<file path="config.mk">
export PLATFORM = sky130hd
export DESIGN_NAME = pid_controller_step_flat
export DESIGN_NICKNAME = d
export VERILOG_FILES = /design/src/pidc_pkg.sv /design/src/pidc_word_if.sv /design/src/pid_controller_step.sv /design/src/flat_wrapper.sv
export VERILOG_INCLUDE_DIRS = /design/src /design/src/src
export SDC_FILE = /design/constraint.sdc
export NUM_CORES = 2
export LEC_CHECK = 0
export ABC_AREA = 1
export BUFFER_PORTS_ARGS = -buffer_cell sky130_fd_sc_hd__buf_4
export CORE_MARGIN = 2
export CORE_UTILIZATION = 40
export CTS_CLUSTER_SIZE = 20
export DETAILED_ROUTE_END_ITERATION = 10
export GPL_TIMING_DRIVEN = 0
export PLACE_DENSITY = 0.56
export SYNTH_ARGS = -nofsm -noshare
export SYNTH_HDL_FRONTEND = slang
export SYNTH_SLANG_ARGS = --single-unit
</file>
<file path="constraint.sdc">
create_clock -name i_clk -period 8.2 [get_ports i_clk]
set_clock_uncertainty 0.15 [all_clocks]
set_input_delay 1.23 -clock i_clk [delete_from_list [all_inputs] [get_ports i_clk]]
set_output_delay 1.23 -clock i_clk [all_outputs]
set_load 0.05 [all_outputs]
</file>
<file path="src/pid_controller_step_assert.svh">
// assertion macros for the pid controller step block
// expects i_clk and i_rst_n in the scope of the module that includes it
`ifndef PID_CONTROLLER_STEP_ASSERT_SVH
`define PID_CONTROLLER_STEP_ASSERT_SVH

// same-cycle implication, checked outside reset
`define PIDC_ASSERT_NOW(label, ante, cons) \
    label: assert property (@(posedge i_clk) disable iff (!i_rst_n) (ante) |-> (cons)) \
        else $error("pidc: same-cycle check failed");

// next-cycle implication, checked outside reset
`define PIDC_ASSERT_NEXT(label, ante, cons) \
    label: assert property (@(posedge i_clk) disable iff (!i_rst_n) (ante) |=> (cons)) \
        else $error("pidc: next-cycle check failed");

`endif

</file>
<file path="src/pidc_pkg.sv">
// shared types, register codes and saturation helper for the pid controller step
// no dependencies
`default_nettype none

package pidc_pkg;

    // word carried on the sample channel
    typedef struct packed {
        logic signed [31:0] measurement;
    } t_in_word;

    // word carried on the result channel
    typedef struct packed {
        logic signed [31:0] drive;
        logic               at_setpoint;
    } t_out_word;

    // configuration register index
    localparam int unsigned CfgIdxW = 3;
    localparam logic [CfgIdxW-1:0] CFG_SET_POINT     = 3'd0;
    localparam logic [CfgIdxW-1:0] CFG_GAIN_P        = 3'd1;
    localparam logic [CfgIdxW-1:0] CFG_GAIN_I        = 3'd2;
    localparam logic [CfgIdxW-1:0] CFG_GAIN_D        = 3'd3;
    localparam logic [CfgIdxW-1:0] CFG_SAMPLE_PERIOD = 3'd4;
    localparam logic [CfgIdxW-1:0] CFG_INV_PERIOD    = 3'd5;
    localparam logic [CfgIdxW-1:0] CFG_ERR_THRESHOLD = 3'd6;

    // register reset values, q16.16
    localparam logic signed [31:0] RST_SET_POINT     = 32'sd0;
    localparam logic signed [31:0] RST_GAIN_P        = 32'sd655360;
    localparam logic signed [31:0] RST_GAIN_I        = 32'sd0;
    localparam logic signed [31:0] RST_GAIN_D        = 32'sd65536;
    localparam logic [30:0]        RST_SAMPLE_PERIOD = 31'd66;
    localparam logic [30:0]        RST_INV_PERIOD    = 31'd65536000;
    localparam logic signed [31:0] RST_ERR_THRESHOLD = 32'sd66;

    // clamp a wide signed value to the signed 32-bit range
    function automatic logic signed [31:0] sat_s32(input logic signed [51:0] v);
        logic signed [51:0] hi;
        logic signed [51:0] lo;
        hi = 52'sd2147483647;
        lo = -52'sd2147483648;
        if (v > hi) begin
            sat_s32 = 32'sh7fff_ffff;
        end else if (v < lo) begin
            sat_s32 = 32'sh8000_0000;
        end else begin
            sat_s32 = v[31:0];
        end
    endfunction

endpackage

`default_nettype wire

</file>
<file path="src/pidc_word_if.sv">
// valid/ready channel carrying one word of a chosen payload type
// no dependencies; payload types come from pidc_pkg at instantiation
`default_nettype none

interface pidc_word_if #(
    parameter type t_payload = logic
);
    logic     valid;
    logic     ready;
    t_payload payload;

    modport source (output valid, output payload, input ready);
    modport sink   (input valid, input payload, output ready);
endinterface

`default_nettype wire

</file>
<file path="src/pid_controller_step.sv">
// pid controller step, parallel form, signed q16.16, one shared multiplier
// depends on pidc_pkg, pidc_word_if and pid_controller_step_assert.svh
//
//  channel   dir   payload                          handshake
//  i_meas    in    measurement  s32 q16.16          valid/ready
//  o_res     out   drive s32 q16.16, at_setpoint    valid/ready
//  i_cfg_*   in    register index, 32-bit data      write enable only
//
// a sample steps through mul_i, mul_d, mul_p, mul_ii and mul_dd to done, and no new
// sample is taken before idle: the five products go one per cycle through a single
// 33x33 signed multiplier, then the sum is saturated.
// ready is high only while the sequencer is idle.
// the result register holds the previous word while a new sample is worked;
// the sequencer waits in its last step while that register is still full.
// synchronous active-low reset restores register defaults and clears state.
`default_nettype none

module pid_controller_step
    import pidc_pkg::*;
(
    input  wire                 i_clk,
    input  wire                 i_rst_n,
    pidc_word_if.sink           i_meas,
    pidc_word_if.source         o_res,
    input  wire                 i_cfg_we,
    input  wire [CfgIdxW-1:0]   i_cfg_idx,
    input  wire [31:0]          i_cfg_wdata
);

    typedef enum logic [6:0] {
        S_IDLE   = 7'b0000001,
        S_MUL_I  = 7'b0000010,
        S_MUL_D  = 7'b0000100,
        S_MUL_P  = 7'b0001000,
        S_MUL_II = 7'b0010000,
        S_MUL_DD = 7'b0100000,
        S_DONE   = 7'b1000000
    } t_state;

    t_state r_state, n_state;

    // configuration registers
    logic signed [31:0] r_set_point, r_gain_p, r_gain_i, r_gain_d, r_err_thresh;
    logic        [30:0] r_period, r_inv_period;

    // controller state and working registers
    logic signed [31:0] r_integral, r_last_err, r_err, r_deriv;
    logic signed [32:0] r_diff;
    logic signed [63:0] r_prod;
    logic signed [51:0] r_acc;
    logic               r_flag;
    t_out_word          r_out;
    logic               r_out_valid;

    logic signed [32:0] w_err_wide;
    logic signed [31:0] w_err_sat;
    logic signed [32:0] w_mul_a, w_mul_b;
    logic signed [65:0] w_prod;
    logic signed [47:0] w_q;
    logic signed [51:0] w_int_sum, w_drive_sum;
    logic               w_accept, w_load_out;

    assign w_accept   = i_meas.valid && i_meas.ready;
    assign w_load_out = (r_state == S_DONE) && (!r_out_valid || o_res.ready);

    // error from the incoming word, exact and clamped
    assign w_err_wide = 33'(r_set_point) - 33'(i_meas.payload.measurement);
    assign w_err_sat  = sat_s32(52'(w_err_wide));

    // shared multiplier operand select
    always_comb begin
        w_mul_a = '0;
        w_mul_b = '0;
        unique case (r_state)
            S_MUL_I: begin
                w_mul_a = 33'(r_err);
                w_mul_b = $signed({2'b00, r_period});
            end
            S_MUL_D: begin
                w_mul_a = r_diff;
                w_mul_b = $signed({2'b00, r_inv_period});
            end
            S_MUL_P: begin
                w_mul_a = 33'(r_err);
                w_mul_b = 33'(r_gain_p);
            end
            S_MUL_II: begin
                w_mul_a = 33'(r_integral);
                w_mul_b = 33'(r_gain_i);
            end
            S_MUL_DD: begin
                w_mul_a = 33'(r_deriv);
                w_mul_b = 33'(r_gain_d);
            end
            default: begin
                w_mul_a = '0;
                w_mul_b = '0;
            end
        endcase
    end

    assign w_prod = w_mul_a * w_mul_b;

    // registered product shifted down by 16, rounding toward minus infinity
    assign w_q         = $signed(r_prod[63:16]);
    assign w_int_sum   = 52'(r_integral) + 52'(w_q);
    assign w_drive_sum = r_acc + 52'(w_q);

    // sequencer
    always_comb begin
        n_state = r_state;
        unique case (r_state)
            S_IDLE:   if (w_accept) n_state = S_MUL_I;
            S_MUL_I:  n_state = S_MUL_D;
            S_MUL_D:  n_state = S_MUL_P;
            S_MUL_P:  n_state = S_MUL_II;
            S_MUL_II: n_state = S_MUL_DD;
            S_MUL_DD: n_state = S_DONE;
            S_DONE:   if (w_load_out) n_state = S_IDLE;
            default:  n_state = S_IDLE;
        endcase
    end

    // control state, configuration and controller state
    always_ff @(posedge i_clk) begin
        if (!i_rst_n) begin
            r_state      <= S_IDLE;
            r_out_valid  <= 1'b0;
            r_integral   <= '0;
            r_last_err   <= '0;
            r_set_point  <= RST_SET_POINT;
            r_gain_p     <= RST_GAIN_P;
            r_gain_i     <= RST_GAIN_I;
            r_gain_d     <= RST_GAIN_D;
            r_period     <= RST_SAMPLE_PERIOD;
            r_inv_period <= RST_INV_PERIOD;
            r_err_thresh <= RST_ERR_THRESHOLD;
        end else begin
            r_state <= n_state;

            if (w_load_out) begin
                r_out_valid <= 1'b1;
            end else if (o_res.ready) begin
                r_out_valid <= 1'b0;
            end

            if (r_state == S_MUL_D) begin
                r_integral <= sat_s32(w_int_sum);
            end
            if (w_load_out) begin
                r_last_err <= r_err;
            end

            if (i_cfg_we) begin
                case (i_cfg_idx)
                    CFG_SET_POINT:     r_set_point  <= $signed(i_cfg_wdata);
                    CFG_GAIN_P:        r_gain_p     <= $signed(i_cfg_wdata);
                    CFG_GAIN_I:        r_gain_i     <= $signed(i_cfg_wdata);
                    CFG_GAIN_D:        r_gain_d     <= $signed(i_cfg_wdata);
                    CFG_SAMPLE_PERIOD: r_period     <= i_cfg_wdata[30:0];
                    CFG_INV_PERIOD:    r_inv_period <= i_cfg_wdata[30:0];
                    CFG_ERR_THRESHOLD: r_err_thresh <= $signed(i_cfg_wdata);
                    default: ;
                endcase
            end
        end
    end

    // datapath registers, no reset needed
    always_ff @(posedge i_clk) begin
        if (w_accept) begin
            r_err  <= w_err_sat;
            r_flag <= (w_err_wide <= 33'(r_err_thresh));
        end
        if (r_state == S_MUL_I) begin
            r_diff <= 33'(r_err) - 33'(r_last_err);
        end
        // product register holds while idle or waiting to hand off
        if (r_state != S_IDLE && r_state != S_DONE) begin
            r_prod <= $signed(w_prod[63:0]);
        end
        if (r_state == S_MUL_P) begin
            r_deriv <= sat_s32(52'(w_q));
        end
        if (r_state == S_MUL_II) begin
            r_acc <= 52'(w_q);
        end
        if (r_state == S_MUL_DD) begin
            r_acc <= w_drive_sum;
        end
        if (w_load_out) begin
            r_out.drive       <= sat_s32(w_drive_sum);
            r_out.at_setpoint <= r_flag;
        end
    end

    assign i_meas.ready  = (r_state == S_IDLE);
    assign o_res.valid   = r_out_valid;
    assign o_res.payload = r_out;

    // checks
    `include "pid_controller_step_assert.svh"

    `PIDC_ASSERT_NEXT(a_accept_starts_seq, w_accept, r_state == S_MUL_I)
    `PIDC_ASSERT_NEXT(a_integral_only_in_step, r_state != S_MUL_D, $stable(r_integral))
    `PIDC_ASSERT_NEXT(a_last_err_only_on_handoff, !w_load_out, $stable(r_last_err))
    `PIDC_ASSERT_NOW(a_result_from_done, $rose(r_out_valid), $past(r_state == S_DONE))

endmodule

`default_nettype wire

</file>
<file path="src/flat_wrapper.sv">
// flat-port wrapper written by rule: the top's interface ports become plain ports
module pid_controller_step_flat import pidc_pkg::*;
  (i_clk, i_rst_n, i_cfg_we, i_cfg_idx, i_cfg_wdata, i_meas_valid, i_meas_payload, i_meas_ready, o_res_valid, o_res_payload, o_res_ready);
  pidc_word_if #(.t_payload(t_in_word)) i_meas_i ();
  pidc_word_if #(.t_payload(t_out_word)) o_res_i ();
  input  wire i_clk;
  input  wire i_rst_n;
  input  wire i_cfg_we;
  input  wire [CfgIdxW-1:0] i_cfg_idx;
  input  wire [31:0] i_cfg_wdata;
  input wire logic [$bits(i_meas_i.valid)-1:0] i_meas_valid;
  input wire logic [$bits(i_meas_i.payload)-1:0] i_meas_payload;
  output wire logic [$bits(i_meas_i.ready)-1:0] i_meas_ready;
  output wire logic [$bits(o_res_i.valid)-1:0] o_res_valid;
  output wire logic [$bits(o_res_i.payload)-1:0] o_res_payload;
  input wire logic [$bits(o_res_i.ready)-1:0] o_res_ready;
  assign i_meas_i.valid = i_meas_valid;
  assign i_meas_i.payload = i_meas_payload;
  assign i_meas_ready = i_meas_i.ready;
  assign o_res_valid = o_res_i.valid;
  assign o_res_payload = o_res_i.payload;
  assign o_res_i.ready = o_res_ready;
  pid_controller_step u_core (.i_clk(i_clk), .i_rst_n(i_rst_n), .i_meas(i_meas_i), .o_res(o_res_i), .i_cfg_we(i_cfg_we), .i_cfg_idx(i_cfg_idx), .i_cfg_wdata(i_cfg_wdata));
endmodule
</file>
==> impl_metrics.tcl <==
set metrics [dict create \
    timing.final.crit_share_pct 109 \
    cpPeakStageDelay_ns 0.67 \
    p_sw_mw 2.50 \
    crit_slowest_cell "fa_2" \
    ys_seq_elements 525 \
    synthDominantCellAreaShare_pct 32.0 \
    clockBufferDepth 3 \
    die-area_mm2 0.180 \
    setup_viol 42 \
    regToRegSetupSlack_ns -0.70 \
    clkPwrFrac_pct 36.3 \
    final_area_mm2 0.0850 \
    ys_warn_count 0 \
    placed_area_mm2 0.0745 \
    violations "negative setup slack" \
    yosysMostFrequentCell "inv_1" \
    grt_max_degree 38 \
    grt_pass1_wl_um 454000 \
    layout-drive-gt1-share_pct 15.3 \
    remaining_drc_errors 0 \
    synthTopCellsByCount "inv_1 (1882), nand2_1 (1698), nor2_1 (1155), fa_1 (1128), o21ai_0 (490)" \
    place_congestion 1.07 \
    vias_per_cell 5.43 \
    cp.required_ns 8.45 \
    status "finished with violations" \
    clk_pin_slew_ns 0.07 \
    rsz0062_at_grt "true" \
    hold_end "u_core.o_res.payload[0]$_DFFE_PP_" \
    syn2layout_area_growth_pct 20.3 \
    hold_depth 0 \
    cp.arrival_ns 9.15 \
    slew_violations 0 \
    die_h_um 424 \
    overflow 0 \
    crit_path_start "u_core.r_state[4]$_SDFFE_PN0P_" \
    holdCritStartpoint "u_core.r_flag$_DFFE_PP_" \
    p_comb_share_pct 22.6 \
    portBuffers 106 \
    start_kind "flop" \
    syn_inst 8944 \
    slew_headroom_pct 24.8 \
    end_kind "flop" \
    antenna_left 0 \
    power.density_mw_per_mm2 87.1 \
    syn-cell-area_mm2 0.0706 \
    num_vias 64100 \
    fin_setup_tns_ns -19.80 \
    first_global_vias 63200 \
    dr.pass1.iters 7 \
    die_w_um 424 \
    power_frac_seq_pct 41.2 \
    ios 107 \
    leakagePower_nw 40.0 \
    hpwl_um 261000 \
    synth-seq-area-share_pct 18.2 \
    dp_worst_setup_slack_ns -3.54 \
    nets 11000 \
    power_mw 7.41 \
    clk_latency_ns 0.65 \
    row_count 154 \
    track_usage_pct 35.3 \
    synth_edf_count 231 \
    cts_hold_buf 0 \
    synthArstFlopShare_pct 0 \
    r2r-end "u_core.r_prod[62]$_DFFE_PP_" \
    hold_path_class "flop to flop" \
    root_buffer "clkbuf_16" \
    tightest_slew_ns 1.13 \
    grt_antenna_before_repair 16 \
    rr_worst_depth 33 \
    power.internal_mw 4.91 \
    synth_cell_types 67 \
    fmax_mhz 112 \
    max_cap_viol_count 0 \
    setup_slack_ns -0.704 \
    cts-htree-levels 2 \
    layout_min_cycle_time_ns 8.90 \
    critPathMaxFanout 12 \
    ys.flop_type "dfxtp_1" \
    crit_top_cell "fa_2" \
    timing.rr.start "u_core.r_state[4]$_SDFFE_PN0P_" \
    swShare_pct 33.8 \
    cts_buffers 52 \
    finalHoldViolations 0 \
    cts_tree "built" \
    start_util_pct 40.2 \
    drt_iter0_drc 6919 \
    ir_worst_vdd_mv 0.155 \
    synth_top_cell_by_area "fa_1" \
    avgSynthCellArea_um2 7.90 \
    cts.sinks 525 \
    core_mm2 0.176 \
    hold_ws_ns 0.277 \
    drt_wl_total_um 323000 \
    wl_per_cell_um 27.4 \
    synth.top_cells.by_area "fa_1 (32%), inv_1 (10%), edfxtp_1 (9.8%)" \
    path_class "flop to flop" \
    syn_nets 10500 \
]
final cells by class:
class	count	area (µm²)
inverters	1918	7480
diodes	3	7.51
plain buffers	320	3690
multi-input cells	6173	52000
well taps	2340	2930
clock buffers	65	1410
flip-flops and latches	525	12800
fillers	17400	90700
clock inverters	33	432
repair buffers	419	4160
state kept, by name (all words and copies together), names as in the netlist:
name                  cells
u_core.r_acc             52
u_core.r_prod            48
u_core.o_res.payload     33
u_core.r_diff            33
u_core.r_deriv           32
u_core.r_err             32
u_core.r_err_thresh      32
u_core.r_gain_d          32
u_core.r_gain_i          32
u_core.r_gain_p          32
u_core.r_integral        32
u_core.r_last_err        32
u_core.r_set_point       32
u_core.r_inv_period      31
u_core.r_period          31
u_core.r_state            7
u_core.o_res.valid        1
u_core.r_flag             1
placed cells by master, fill, tap and decap left out, drive strengths merged, types with 84 or more instances in the layout:
cell and n:
dfxtp 294, fa 1128, clkbuf 248, edfxtp 231
ha 403, a21oi 465, o21ai 518, buf 554
xnor2 84, inv 1881, xor2 108, nand3 157
nor2 1198, nand2 1720
worst max-delay path, delay by kind of cell (launching register included):
kind,cells,cell delay (ns)
fa+ha+maj,9,4.88
buf+inv,10,1.47
simple gates,12,1.11
compound gates,2,0.62
flops,1,0.35
through the flow:
step,std cells,util (%)
2_1_floorplan,8944,-
3_3_place_gp,11400,42.3
3_5_place_dp,11400,42.4
4_1_cts,11600,46.5
5_1_grt,11800,48.4
6_report,11800,48.4
power by group through the flow:
stage	logic, mW	clock network, mW	registers [mW]
floorplan	0.960	0	2.98
global placement	1.51	0	3.10
detailed placement	1.52	0	3.10
CTS	1.61	2.71	3.04
global route	1.81	2.82	3.05
finish	1.67	2.69	3.05
layer usage:
layer | routed length, µm | vias up | GRT usage [%]
met2 | 133000 | 3304 | 51.1
met4 | 19200 | 8 | 16.1
met3 | 37300 | 745 | 10.3
met5 | 57 | - | 0
li1 | - | 28200 | -
met1 | 134000 | 31800 | 48.7
timing repair:
action                     4_1_cts  5_1_grt
resized for setup             1044      486
buffers inserted               142      153
setup endpoints to repair       48       46
pin swaps                       78      151
cloned                           2       11
worst max-delay path by stage:
stage,cells past startpoint,slack (ns),end
floorplan,34,0.01,u_core.r_prod[61]$_DFFE_PP_
global placement,36,-3.74,u_core.r_prod[61]$_DFFE_PP_
detailed placement,34,-3.54,u_core.r_prod[63]$_DFFE_PP_
CTS,37,-0.74,u_core.r_prod[61]$_DFFE_PP_
global route,41,-0.88,u_core.r_prod[55]$_DFFE_PP_
finish,33,-0.70,u_core.r_prod[62]$_DFFE_PP_
logic make-up (layout without fill, tap and decap cells):
kind of cell | after synthesis | after routing | synth area share [%]
adder cells (fa/ha/maj) | 1531 | 1531 | 39.1
AO/OA/AOI/OAI | 1210 | 1210 | 9.58
AND/OR/NAND/NOR | 3240 | 3240 | 18.5
XOR/XNOR | 192 | 192 | 2.39
buffers and inverters | 2246 | 2755 | 12.3
flip-flops | 525 | 525 | 18.2
other | 0 | 3 | 0
(Power assumes the default switching activity.)
